==> src/design/circular_double_ended_queue_defines.svh <==
// ----------------------------------------------------------------------------
// Circular double-ended queue: assertion macros
// Shared macros for the concurrent checks of the queue design.
// ----------------------------------------------------------------------------
`ifndef CIRCULAR_DOUBLE_ENDED_QUEUE_DEFINES_SVH
`define CIRCULAR_DOUBLE_ENDED_QUEUE_DEFINES_SVH

// Check sampled on the rising clock edge, switched off while reset is active.
`define CDQ_ASSERT(label, prop, msg) \
	label: assert property (@(posedge clk) disable iff (!arst_n) (prop)) else $error(msg);

// Check sampled on every rising clock edge, reset included.
`define CDQ_ASSERT_ALWAYS(label, prop, msg) \
	label: assert property (@(posedge clk) (prop)) else $error(msg);

`endif

==> src/design/cdq_pkg.sv <==
// ----------------------------------------------------------------------------
// Circular double-ended queue package
// Sizes, action codes, controller states and slot arithmetic.
// ----------------------------------------------------------------------------
package cdq_pkg;

	localparam int DEPTH     = 64;
	localparam int PTR_W     = $clog2(DEPTH);
	localparam int CNT_W     = $clog2(DEPTH);
	localparam int WORD_W    = 32;
	localparam int ENTRIES_W = 6;

	typedef logic [PTR_W-1:0] ptr_t;
	typedef logic [CNT_W-1:0] cnt_t;

	typedef enum logic [1:0] {
		ACT_PUSH_FRONT = 2'd0,
		ACT_PUSH_BACK  = 2'd1,
		ACT_POP_FRONT  = 2'd2,
		ACT_POP_BACK   = 2'd3
	} action_t;

	typedef enum logic [2:0] {
		ST_IDLE = 3'b001,
		ST_EXEC = 3'b010,
		ST_RESP = 3'b100
	} state_t;

	// Controller to datapath.
	typedef struct packed {
		logic capture;
		logic execute;
		logic commit;
	} cmd_t;

	// Datapath to controller.
	typedef struct packed {
		logic is_push;
		logic full;
		logic empty;
	} status_t;

	function automatic ptr_t slot_up(input ptr_t s);
		return (s == PTR_W'(DEPTH - 1)) ? '0 : ptr_t'(s + 1'b1);
	endfunction

	function automatic ptr_t slot_down(input ptr_t s);
		return (s == '0) ? PTR_W'(DEPTH - 1) : ptr_t'(s - 1'b1);
	endfunction

endpackage

==> src/design/cdq_ctrl.sv <==
// ----------------------------------------------------------------------------
// Circular double-ended queue controller
// Sequences capture, execution and result transfer of one action.
// ----------------------------------------------------------------------------
module cdq_ctrl import cdq_pkg::*; (
	input  logic    clk,
	input  logic    arst_n,
	input  logic    in_valid,
	output logic    in_ready,
	output logic    out_valid,
	input  logic    out_ready,
	input  status_t status,
	output cmd_t    cmd
);

	state_t state_q;
	state_t state_d;

	always_comb begin
		state_d = state_q;
		case (state_q)
			ST_IDLE: begin
				if (in_valid) state_d = ST_EXEC;
			end
			ST_EXEC: begin
				state_d = ST_RESP;
			end
			ST_RESP: begin
				if (out_ready) state_d = ST_IDLE;
			end
			default: begin
				state_d = ST_IDLE;
			end
		endcase
	end

	always_ff @(posedge clk or negedge arst_n) begin
		if (!arst_n) begin
			state_q <= ST_IDLE;
		end else begin
			state_q <= state_d;
		end
	end

	assign in_ready  = (state_q == ST_IDLE);
	assign out_valid = (state_q == ST_RESP);

	// A push needs room, a pop needs a held word.
	assign cmd.capture = in_valid && in_ready;
	assign cmd.execute = (state_q == ST_EXEC);
	assign cmd.commit  = status.is_push ? !status.full : !status.empty;

endmodule

==> src/design/cdq_datapath.sv <==
// ----------------------------------------------------------------------------
// Circular double-ended queue datapath
// Word store, end pointers, held count and result registers.
// ----------------------------------------------------------------------------
module cdq_datapath import cdq_pkg::*; (
	input  logic                     clk,
	input  logic                     arst_n,
	input  cmd_t                     cmd,
	output status_t                  status,
	input  logic [1:0]               action,
	input  logic signed [WORD_W-1:0] push_value,
	output logic                     ok,
	output logic signed [WORD_W-1:0] popped_value,
	output logic [ENTRIES_W-1:0]     entries
);

	logic [WORD_W-1:0] mem [DEPTH];

	action_t           action_q;
	logic [WORD_W-1:0] value_q;
	ptr_t              front_q;
	ptr_t              back_q;
	cnt_t              count_q;
	logic              ok_q;
	logic              is_pop_q;
	logic [WORD_W-1:0] rd_data_q;

	logic wr_en;
	ptr_t wr_addr;
	logic rd_en;
	ptr_t rd_addr;
	logic do_it;

	assign status.is_push = (action_q == ACT_PUSH_FRONT) || (action_q == ACT_PUSH_BACK);
	assign status.full    = (count_q == CNT_W'(DEPTH - 1));
	assign status.empty   = (count_q == '0);

	assign do_it = cmd.execute && cmd.commit;

	always_comb begin
		wr_en   = 1'b0;
		wr_addr = front_q;
		rd_en   = 1'b0;
		rd_addr = slot_up(front_q);
		case (action_q)
			ACT_PUSH_FRONT: begin
				wr_en   = do_it;
				wr_addr = front_q;
			end
			ACT_PUSH_BACK: begin
				wr_en   = do_it;
				wr_addr = back_q;
			end
			ACT_POP_FRONT: begin
				rd_en   = do_it;
				rd_addr = slot_up(front_q);
			end
			ACT_POP_BACK: begin
				rd_en   = do_it;
				rd_addr = slot_down(back_q);
			end
			default: begin
				wr_en = 1'b0;
			end
		endcase
	end

	always_ff @(posedge clk) begin
		if (wr_en) mem[wr_addr] <= value_q;
		if (rd_en) rd_data_q <= mem[rd_addr];
	end

	always_ff @(posedge clk) begin
		if (cmd.capture) begin
			action_q <= action_t'(action);
			value_q  <= push_value;
		end
		if (cmd.execute) begin
			ok_q     <= cmd.commit;
			is_pop_q <= !status.is_push;
		end
	end

	always_ff @(posedge clk or negedge arst_n) begin
		if (!arst_n) begin
			front_q <= '0;
			back_q  <= PTR_W'(1 % DEPTH);
			count_q <= '0;
		end else if (do_it) begin
			case (action_q)
				ACT_PUSH_FRONT: front_q <= slot_down(front_q);
				ACT_PUSH_BACK:  back_q  <= slot_up(back_q);
				ACT_POP_FRONT:  front_q <= slot_up(front_q);
				ACT_POP_BACK:   back_q  <= slot_down(back_q);
				default:        front_q <= front_q;
			endcase
			count_q <= status.is_push ? cnt_t'(count_q + 1'b1) : cnt_t'(count_q - 1'b1);
		end
	end

	assign ok           = ok_q;
	assign popped_value = (ok_q && is_pop_q) ? rd_data_q : '0;
	assign entries      = ENTRIES_W'(count_q);

endmodule

==> src/design/circular_double_ended_queue.sv <==
// ----------------------------------------------------------------------------
// Circular double-ended queue
// Signed 32-bit words pushed and popped at either end of a circular store.
// ----------------------------------------------------------------------------
//
//  Channel  Handshake              Payload
//  -------  ---------------------  -----------------------------------------
//  input    in_valid / in_ready    action, push_value
//  output   out_valid / out_ready  ok, popped_value, entries
//
// Each action passes through the idle state, whose cycle ends in its input
// transfer, an execute state, and the respond state in which its result is
// offered. The execute state writes or reads the word store, whose read data
// is registered. A new action is taken in the cycle after the previous result
// transfer completes, so a stalled output holds off the input side, and the
// queue takes no new action until the last result has been transferred.
// Reset puts the front pointer at slot 0, the back pointer at slot 1 and the
// held count at zero; the word store itself is not cleared.
//
`include "circular_double_ended_queue_defines.svh"

module circular_double_ended_queue import cdq_pkg::*; (
	input  logic                     clk,
	input  logic                     arst_n,
	input  logic                     in_valid,
	output logic                     in_ready,
	input  logic [1:0]               action,
	input  logic signed [WORD_W-1:0] push_value,
	output logic                     out_valid,
	input  logic                     out_ready,
	output logic                     ok,
	output logic signed [WORD_W-1:0] popped_value,
	output logic [ENTRIES_W-1:0]     entries
);

	// Commands go from the controller to the datapath; the datapath reports
	// whether the captured action is a push and whether the store is full or
	// empty, which decides if the action is carried out.
	cmd_t    cmd;
	status_t status;

	cdq_ctrl u_ctrl (
		.clk       (clk),
		.arst_n    (arst_n),
		.in_valid  (in_valid),
		.in_ready  (in_ready),
		.out_valid (out_valid),
		.out_ready (out_ready),
		.status    (status),
		.cmd       (cmd)
	);

	// The datapath holds the store, both end pointers and the held count, and
	// keeps the result registered until the output transfer.
	cdq_datapath u_dp (
		.clk          (clk),
		.arst_n       (arst_n),
		.cmd          (cmd),
		.status       (status),
		.action       (action),
		.push_value   (push_value),
		.ok           (ok),
		.popped_value (popped_value),
		.entries      (entries)
	);

	// Only one action is in flight, so the two sides are never open together.
	// The state register is unknown before the first reset edge, and only a
	// known high on both sides counts as a violation.
	`CDQ_ASSERT_ALWAYS(a_one_in_flight, !(in_ready === 1'b1 && out_valid === 1'b1), "input and output open together")
	// Every input transfer produces a result offered once the execute state has passed.
	`CDQ_ASSERT(a_result_follows, (in_valid && in_ready) |=> ##1 out_valid, "result did not appear")
	// A refused action or a push never returns a word.
	`CDQ_ASSERT(a_refused_zero, (out_valid && !ok) |-> (popped_value == '0), "refused action returned data")

endmodule

==> config.mk <==
export PLATFORM = sky130hd
export DESIGN_NAME = circular_double_ended_queue
export DESIGN_NICKNAME = d
export VERILOG_FILES = /design/src/design/cdq_pkg.sv /design/src/design/cdq_ctrl.sv /design/src/design/cdq_datapath.sv /design/src/design/circular_double_ended_queue.sv
export VERILOG_INCLUDE_DIRS = /design/src /design/src/design
export SDC_FILE = /design/constraint.sdc
export NUM_CORES = 2
export LEC_CHECK = 0
export BUFFER_PORTS_ARGS = -buffer_cell sky130_fd_sc_hd__buf_2
export CAP_MARGIN = 20
export CORE_MARGIN = 4
export CORE_UTILIZATION = 45
export DETAILED_ROUTE_END_ITERATION = 12
export PLACE_DENSITY = 0.6
export SLEW_MARGIN = 20
export SYNTH_ARGS = -nofsm -noshare
export SYNTH_HDL_FRONTEND = slang
export SYNTH_HIERARCHICAL = 1
export SYNTH_SLANG_ARGS = --single-unit
==> constraint.sdc <==
create_clock -name clk -period 8.65 [get_ports clk]
set_input_delay 0.4325 -clock clk [delete_from_list [all_inputs] [get_ports clk]]
set_output_delay 0.4325 -clock clk [all_outputs]
set_load 0.02 [all_outputs]
# Yosys cells after proc, flatten, opt, wreduce, memory -nomap -nowiden
# Memory sizes are Yosys's and may differ from the RTL's. A register that Yosys moved wholly into a read port is not among the register bits.
# Index checks and enable logic that the tools add are counted.
[word_totals]
ram_bits = 2048
in_bits = 38
output_inout_bits = 41
ff_bits = 57
n_memories = 1
elab_cells = 62
[memory_table]
columns = ["memory", "words", "word_bits", "rd", "rd_ports_with_merged_regs", "write_ports", "line", "source"]
rows = [
  ["u_dp.mem", 64, 32, 1, 1, 1, "cdq_datapath.sv:17", "logic [WORD_W-1:0] mem [DEPTH];"],
]
[classes]
eq_ne = 11
muxes = 18
n_reduce_logical = 18
add_sub_neg = 6
[ops]
columns = ["operator", "n"]
rows = [
  ["2-to-1 mux 6 bit", 7],
  ["2-to-1 mux 32 bit", 1],
  ["case mux 6 bit (2 select lines)", 2],
  ["adder 6 x 1 -> 6 bit (second input constant)", 3],
  ["== test 6 bit (second input constant)", 3],
  ["zero test 6 bit", 3],
  ["subtractor 6 x 1 -> 6 bit (second input constant)", 3],
  ["case mux 3 bit (3 select lines)", 1],
  ["2-to-1 mux 3 bit", 2],
  ["AND reduction 2 bit", 3],
  ["2-to-1 mux 1 bit", 5],
  ["== test 2 bit (second input constant)", 2],
  ["nonzero test 2 bit", 2],
  ["OR reduction 2 bit", 2],
  ["== test 3 x 1 -> 1 bit (second input constant)", 1],
  ["== test 3 x 2 -> 1 bit (second input constant)", 1],
  ["== test 3 bit (second input constant)", 1],
  ["logical AND 1 bit", 3],
  ["zero test 1 bit", 3],
  ["== test 2 x 1 -> 1 bit (second input constant)", 1],
  ["zero test 2 bit", 1],
  ["!= test 2 x 1 -> 1 bit (second input constant)", 1],
  ["!= test 2 bit (second input constant)", 1],
  ["logical OR 1 bit", 1],
]

# Depth between registers and ports, before layout
[depth]
ltp_word = 7
depth_mapped = 15
mapped_depth_nobuf = 10

# Cells and area by module
# Netlist, hierarchy kept.
[by_module_without_submodules]
columns = ["mod", "seq_area_each_um2", "area_each_um2", "instances", "cells_each"]
rows = [
  ["cdq_datapath", 63992.6, 82588.0, 1, 4251],
  ["cdq_ctrl", 76.3, 166.4, 1, 13],
]

# Least setup slack after synthesis
# OpenSTA, ideal clock, no wires.
[synth_timing]
kind = "reg-to-reg"
startpoint = "register u_dp.action_q[1]"
endpoint = "memory u_dp.mem[0][0], enable pin"
slack_ns = 5.097
t_arrival_ns = 3.132
setup_time_ns = 0.421
synth_period_minus_slack_ns = 3.553
required_time_ns = 8.229
n_path_buf = 2
stages_incl_launch_ff = 9
cell_sequence = "edfxtp_1 > buf_2 > inv_1 > nand2_1 > clkbuf_1 > a21oi_1 > nor3b_1 > nand2_1 > nor2_1"
[synth_lines]
columns = ["element", "line", "source"]
rows = [
  ["from (decl)", "cdq_datapath.sv:19", "action_t action_q;"],
  ["from (signal assigned)", "cdq_datapath.sv:75", "action_q <= action_t'(action);"],
  ["to (decl)", "cdq_datapath.sv:17", ""],
]

# Worst setup path after layout
[layout_timing]
startpoint = "register u_dp.action_q[1]"
endpoint = "register u_dp.rd_data_q[5], read port of u_dp.mem (data pin)"
[layout_via]
elab_chain_len = 5
word_cells_on_any_way = 10
classes_between = "eq/ne (3); mux (3); reduce/logical (4)"
[layout_lines]
columns = ["element", "line", "source"]
rows = [
  ["== test 2 x 1 -> 1 bit / zero test 2 bit (equally long branches)", "cdq_datapath.sv:34", "assign status.is_push = (action_q == ACT_PUSH_FRONT) || (action_q == ACT_PUSH_BACK);"],
  ["logical OR 1 bit", "cdq_datapath.sv:34", ""],
  ["2-to-1 mux 1 bit", "cdq_ctrl.sv:51", "assign cmd.commit = status.is_push ? !status.full : !status.empty;"],
  ["logical AND 1 bit", "cdq_datapath.sv:38", "assign do_it = cmd.execute && cmd.commit;"],
  ["2-to-1 mux 1 bit", "cdq_datapath.sv:45", "case (action_q)"],
  ["to (decl)", "cdq_datapath.sv:26", "logic [WORD_W-1:0] rd_data_q;"],
]
# Parallel ways exist; a longest one is shown, timed or not.
# A chain may end at the register's enable or synchronous reset.

==> impl_results.html <==
<table>
<tr><th>Metric</th><th>Value</th></tr>
<tr><th colspan="2">Run status</th></tr>
<tr><td>Status</td><td>finished, final reports clean</td></tr>
<tr><th colspan="2">Yosys</th></tr>
<tr><td>Post-synthesis cell count</td><td>4264</td></tr>
<tr><td>Number of synthesized register bits</td><td>2137</td></tr>
<tr><td>Share of Yosys cell area claimed by the top area cell type</td><td>76.78%</td></tr>
<tr><td>Combined area of all synthesized cells</td><td>around 83000 um2</td></tr>
<tr><td>Syn Area/Cell</td><td>19.41 um2</td></tr>
<tr><td>Synth warn</td><td>6</td></tr>
<tr><td>Seq/Total Area, Yosys</td><td>77.42%</td></tr>
<tr><td>Number of nets in the synthesized netlist</td><td>4313</td></tr>
<tr><td>Proportion of register bits with asynchronous set or reset after synthesis</td><td>0.9827%</td></tr>
<tr><td>Synth area leaders</td><td>edfxtp_1 77%, mux4_2 12%, nand2_1 2.7%</td></tr>
<tr><td>Predominant post-synthesis flop cell</td><td>edfxtp_1</td></tr>
<tr><td>Post-synthesis cell type count</td><td>71</td></tr>
<tr><td>Dominant cell type by area after synthesis</td><td>edfxtp_1</td></tr>
<tr><td>Number of enable-type register cells in the synthesized netlist</td><td>around 2100</td></tr>
<tr><th colspan="2">Worst setup path</th></tr>
<tr><td>Critical Setup Path Class</td><td>reg2reg</td></tr>
<tr><td>Maximum fanout along the worst path</td><td>100</td></tr>
<tr><td>Req. time, crit path</td><td>9.33 ns</td></tr>
<tr><td>Critical Path Sink Type</td><td>flop</td></tr>
<tr><td>Type of origin of the critical path</td><td>flop</td></tr>
<tr><td>R2R cell count</td><td>10</td></tr>
<tr><td>Startpoint of the worst setup timing path</td><td>u_dp/action_q[1]$_DFFE_PP_</td></tr>
<tr><td>Worst EP arrival</td><td>between 6 and 7 ns</td></tr>
<tr><td>Launch point of the worst reg-to-reg path</td><td>u_dp/action_q[1]$_DFFE_PP_</td></tr>
<tr><th colspan="2">Power</th></tr>
<tr><td>PnR Total Power</td><td>about 31 mW</td></tr>
<tr><td>Part of the total power dissipated in the clock network</td><td>28.0%</td></tr>
<tr><td>Comb pwr share</td><td>32.4%</td></tr>
<tr><td>Leakage power</td><td>approximately 29 nW</td></tr>
<tr><td>Psw</td><td>10.35 mW</td></tr>
<tr><td>PwrDens</td><td>approximately 330 nW/um2</td></tr>
<tr><td>P_int</td><td>~20 mW</td></tr>
<tr><td>Share of total power in sequential cells</td><td>between 30% and 40%</td></tr>
<tr><td>Sw Share</td><td>33.44%</td></tr>
<tr><td>Worst IR drop on VDD</td><td>0.3529 mV</td></tr>
<tr><th colspan="2">GRT</th></tr>
<tr><td>Global Route Usage Sum</td><td>between 20% and 30%</td></tr>
<tr><td>Number of antenna violations at the first check in global routing</td><td>7</td></tr>
<tr><td>Wire length of the first global-routing pass</td><td>325200 um</td></tr>
<tr><td>Via count of the first global-routing pass</td><td>42648</td></tr>
<tr><td>Maximum number of pins on one net before global-route repair</td><td>about 120</td></tr>
<tr><td>Sum of overflow across all layers after global routing</td><td>0</td></tr>
<tr><th colspan="2">Die</th></tr>
<tr><td>Area of the die</td><td>about 190000 um2</td></tr>
<tr><td>FP Rows</td><td>157</td></tr>
<tr><td>Starting utilization of the core area</td><td>a little under half</td></tr>
<tr><td>DIE HEIGHT</td><td>between 400 and 500 um</td></tr>
<tr><td>Horizontal die dimension</td><td>between 400 and 500 um</td></tr>
<tr><td>Core region area</td><td>182900 um2</td></tr>
<tr><td># IOs</td><td>79</td></tr>
<tr><th colspan="2">STA</th></tr>
<tr><td>Post-route worst setup slack</td><td>3.300 ns</td></tr>
<tr><td>Maximum clock skew at final layout</td><td>approximately 0.05 ns</td></tr>
<tr><td>Unrepaired setup endpoints after global routing</td><td>no</td></tr>
<tr><td>Fmax</td><td>186.9 MHz</td></tr>
<tr><td>Clock period minus final worst setup slack</td><td>5.350 ns</td></tr>
<tr><td>Max-slew violation count</td><td>0</td></tr>
<tr><td>Total count of hold-check failures in the final report</td><td>0</td></tr>
<tr><td>Aggregate negative setup slack</td><td>0 ns</td></tr>
<tr><td>Total setup violations reported at the end of the flow</td><td>0</td></tr>
<tr><td>Portion of the clock cycle consumed by the worst path in the final layout</td><td>61.85%</td></tr>
<tr><td>Slew at the pin with the worst max-slew slack</td><td>1.193 ns</td></tr>
<tr><td>Worst slew margin relative to its limit</td><td>18.39%</td></tr>
<tr><th colspan="2">CTS</th></tr>
<tr><td>Latest clock arrival within the worst-skew pair</td><td>0.83 ns</td></tr>
<tr><td>Setup bufs post-CTS</td><td>0</td></tr>
<tr><td>Count of hold buffers inserted by post-cts repair</td><td>37</td></tr>
<tr><td># resized after CTS</td><td>0</td></tr>
<tr><td>Reg clk slew, reported paths</td><td>~0.060 ns</td></tr>
<tr><td>Deepest clock path buffer count</td><td>3</td></tr>
<tr><td>Clock Sink Count</td><td>2137</td></tr>
<tr><td>Htree depth</td><td>4</td></tr>
<tr><td>Buffer cell driving the clock tree root</td><td>clkbuf_16</td></tr>
<tr><td>CTS tree</td><td>done</td></tr>
<tr><td>Num CTS Buffers</td><td>207</td></tr>
<tr><th colspan="2">Min path</th></tr>
<tr><td>Worst hold path class</td><td>in2async</td></tr>
<tr><th colspan="2">Run</th></tr>
<tr><td># Max-Cap Violations</td><td>0</td></tr>
<tr><th colspan="2">Finish</th></tr>
<tr><td>Post-layout nets</td><td>4537</td></tr>
<tr><td>Most frequent cells in the layout</td><td>2116 x edfxtp_1, 589 x nand2_1, 443 x mux4_2</td></tr>
<tr><td>Layout cell share with drive strength beyond 1</td><td>22.14%</td></tr>
<tr><td>Area growth syn-to-layout</td><td>13.14%</td></tr>
<tr><td>Fill cell total of the finished layout</td><td>14542</td></tr>
<tr><td>Most frequent standard cell in the layout excluding fill and tap cells</td><td>edfxtp_1</td></tr>
<tr><th colspan="2">Routing</th></tr>
<tr><td>Vias after detailed routing</td><td>43560</td></tr>
<tr><td>Antenna viol nets, final</td><td>0</td></tr>
<tr><td>Total routed wirelength</td><td>228700 um</td></tr>
<tr><td>Number of DRC violations after detailed-routing iteration 0</td><td>5567</td></tr>
<tr><td>DRC violations left</td><td>0</td></tr>
<tr><td>Routed wire per std cell</td><td>32.06 um</td></tr>
<tr><td>Number of iterations in the first detailed-routing pass</td><td>6</td></tr>
<tr><td>Vias per std cell</td><td>6.108</td></tr>
<tr><th colspan="2">Placement</th></tr>
<tr><td>Pre-CTS WS</td><td>3.288 ns</td></tr>
<tr><td>Placed wire-length estimate</td><td>117700 um</td></tr>
<tr><td>Final estimated routing congestion in global placement</td><td>around 0.81</td></tr>
<tr><td>Port-buffer cells</td><td>78</td></tr>
</table>
-- cells in the mapped netlist, drive strengths merged, types with 11 or more instances --
cell type	n
o21ai	36
nor4	11
and3	41
nand4	76
edfxtp	2116
nand3	271
buf	134
nand2	591
mux2i	62
mux4	443
nor3	19
a221oi	18
nor2	114
dfrtp	19
a21oi	36
clkbuf	104
a32oi	21
a31oi	15
-- per-layer routing --
layer | GRT usage, % | vias to the layer above | routed length, um
li1 | - | 17706 | -
met1 | 34.53 | 23458 | 93690
met2 | 38.11 | 2084 | 109600
met3 | 3.652 | 310 | 18640
met4 | 6.865 | 2 | 6752
met5 | 0 | - | 13
-- registers in the layout, summed over array words and instances (netlist names) --
register        cells
u_dp/front_q        6
u_dp/entries        6
u_dp/value_q       32
u_dp/ok             1
u_dp/is_pop_q       1
u_dp/mem         2048
u_ctrl/state_q      3
u_dp/rd_data_q     32
u_dp/action_q       2
u_dp/back_q         6
-- layout make-up --
class	count	area, um2	share of cell area [%]
inverters	8	30.03	0.03207
well taps	2464	3083	3.293
clock buffers	262	5450	5.821
repair buffers	253	1942	2.074
multi-input cells	1881	18020	19.25
flip-flops and latches	2137	64070	68.43
clock inverters	116	1005	1.073
diodes	11	27.53	0.02940
-- logic make-up after synthesis --
group                      Yosys count  synth area share (%)
AOI/OAI and AO/OA                  188                 1.591
xor gates and xnor gates            12                0.1270
adders and majority gates           11                0.1754
and+or+nand+nor                   1162                 6.335
DFF                               2137                 77.42
buffers and inverters              246                 1.504
muxes                              508                 12.85
-- path summary, 6_finish.rpt --
path                                            endpoint  slack, ns
setup / recovery             u_dp/rd_data_q[5]$_DFFE_PP_       3.30
hold / removal             u_ctrl/state_q[1]$_DFFE_PN0P_       0.12
setup reg to reg             u_dp/rd_data_q[5]$_DFFE_PP_       3.30
hold reg to reg              u_dp/entries[5]$_DFFE_PN0P_       0.56
max in group asynchronous  u_ctrl/state_q[0]$_DFFE_PN1P_       8.15
min in group clk              u_dp/value_q[27]$_DFFE_PP_       0.31
-- through the flow --
step | instances | util (%) | area (um2) | hold slack [ns]
2_1_floorplan | 4264 | - | 82750 | 0.1369
3_3_place_gp | 6705 | 47.44 | 86760 | 0.4321
3_5_place_dp | 6705 | 47.44 | 86760 | 0.4396
4_1_cts | 7120 | 51.17 | 93580 | 0.08771
5_1_grt | 7127 | 51.19 | 93610 | 0.1332
6_report | 7132 | 51.19 | 93620 | 0.1245
-- power by group through the flow --
stage,Combinational (mW),Clock (mW),Sequential (mW)
2_1_floorplan,6.62,0,12.7
3_3_place_gp,10.0,0,12.5
3_5_place_dp,10.1,0,12.5
4_1_cts,10.1,8.78,12.3
5_1_grt,10.7,9.24,12.3
6_report,10.0,8.65,12.3
-- worst max-delay path, stage by stage, from the launching register on --
cell,delay (ns)
edfxtp_1,0.73
nand2_1,0.53
a21o_4,0.68
buf_12,0.49
buf_4,0.64
nand2_1,0.11
a21oi_1,0.16
o21ai_0,0.09
and3_1,0.25
a2111oi_0,0.94
and4_1,0.34
(Power assumes the default switching activity.)
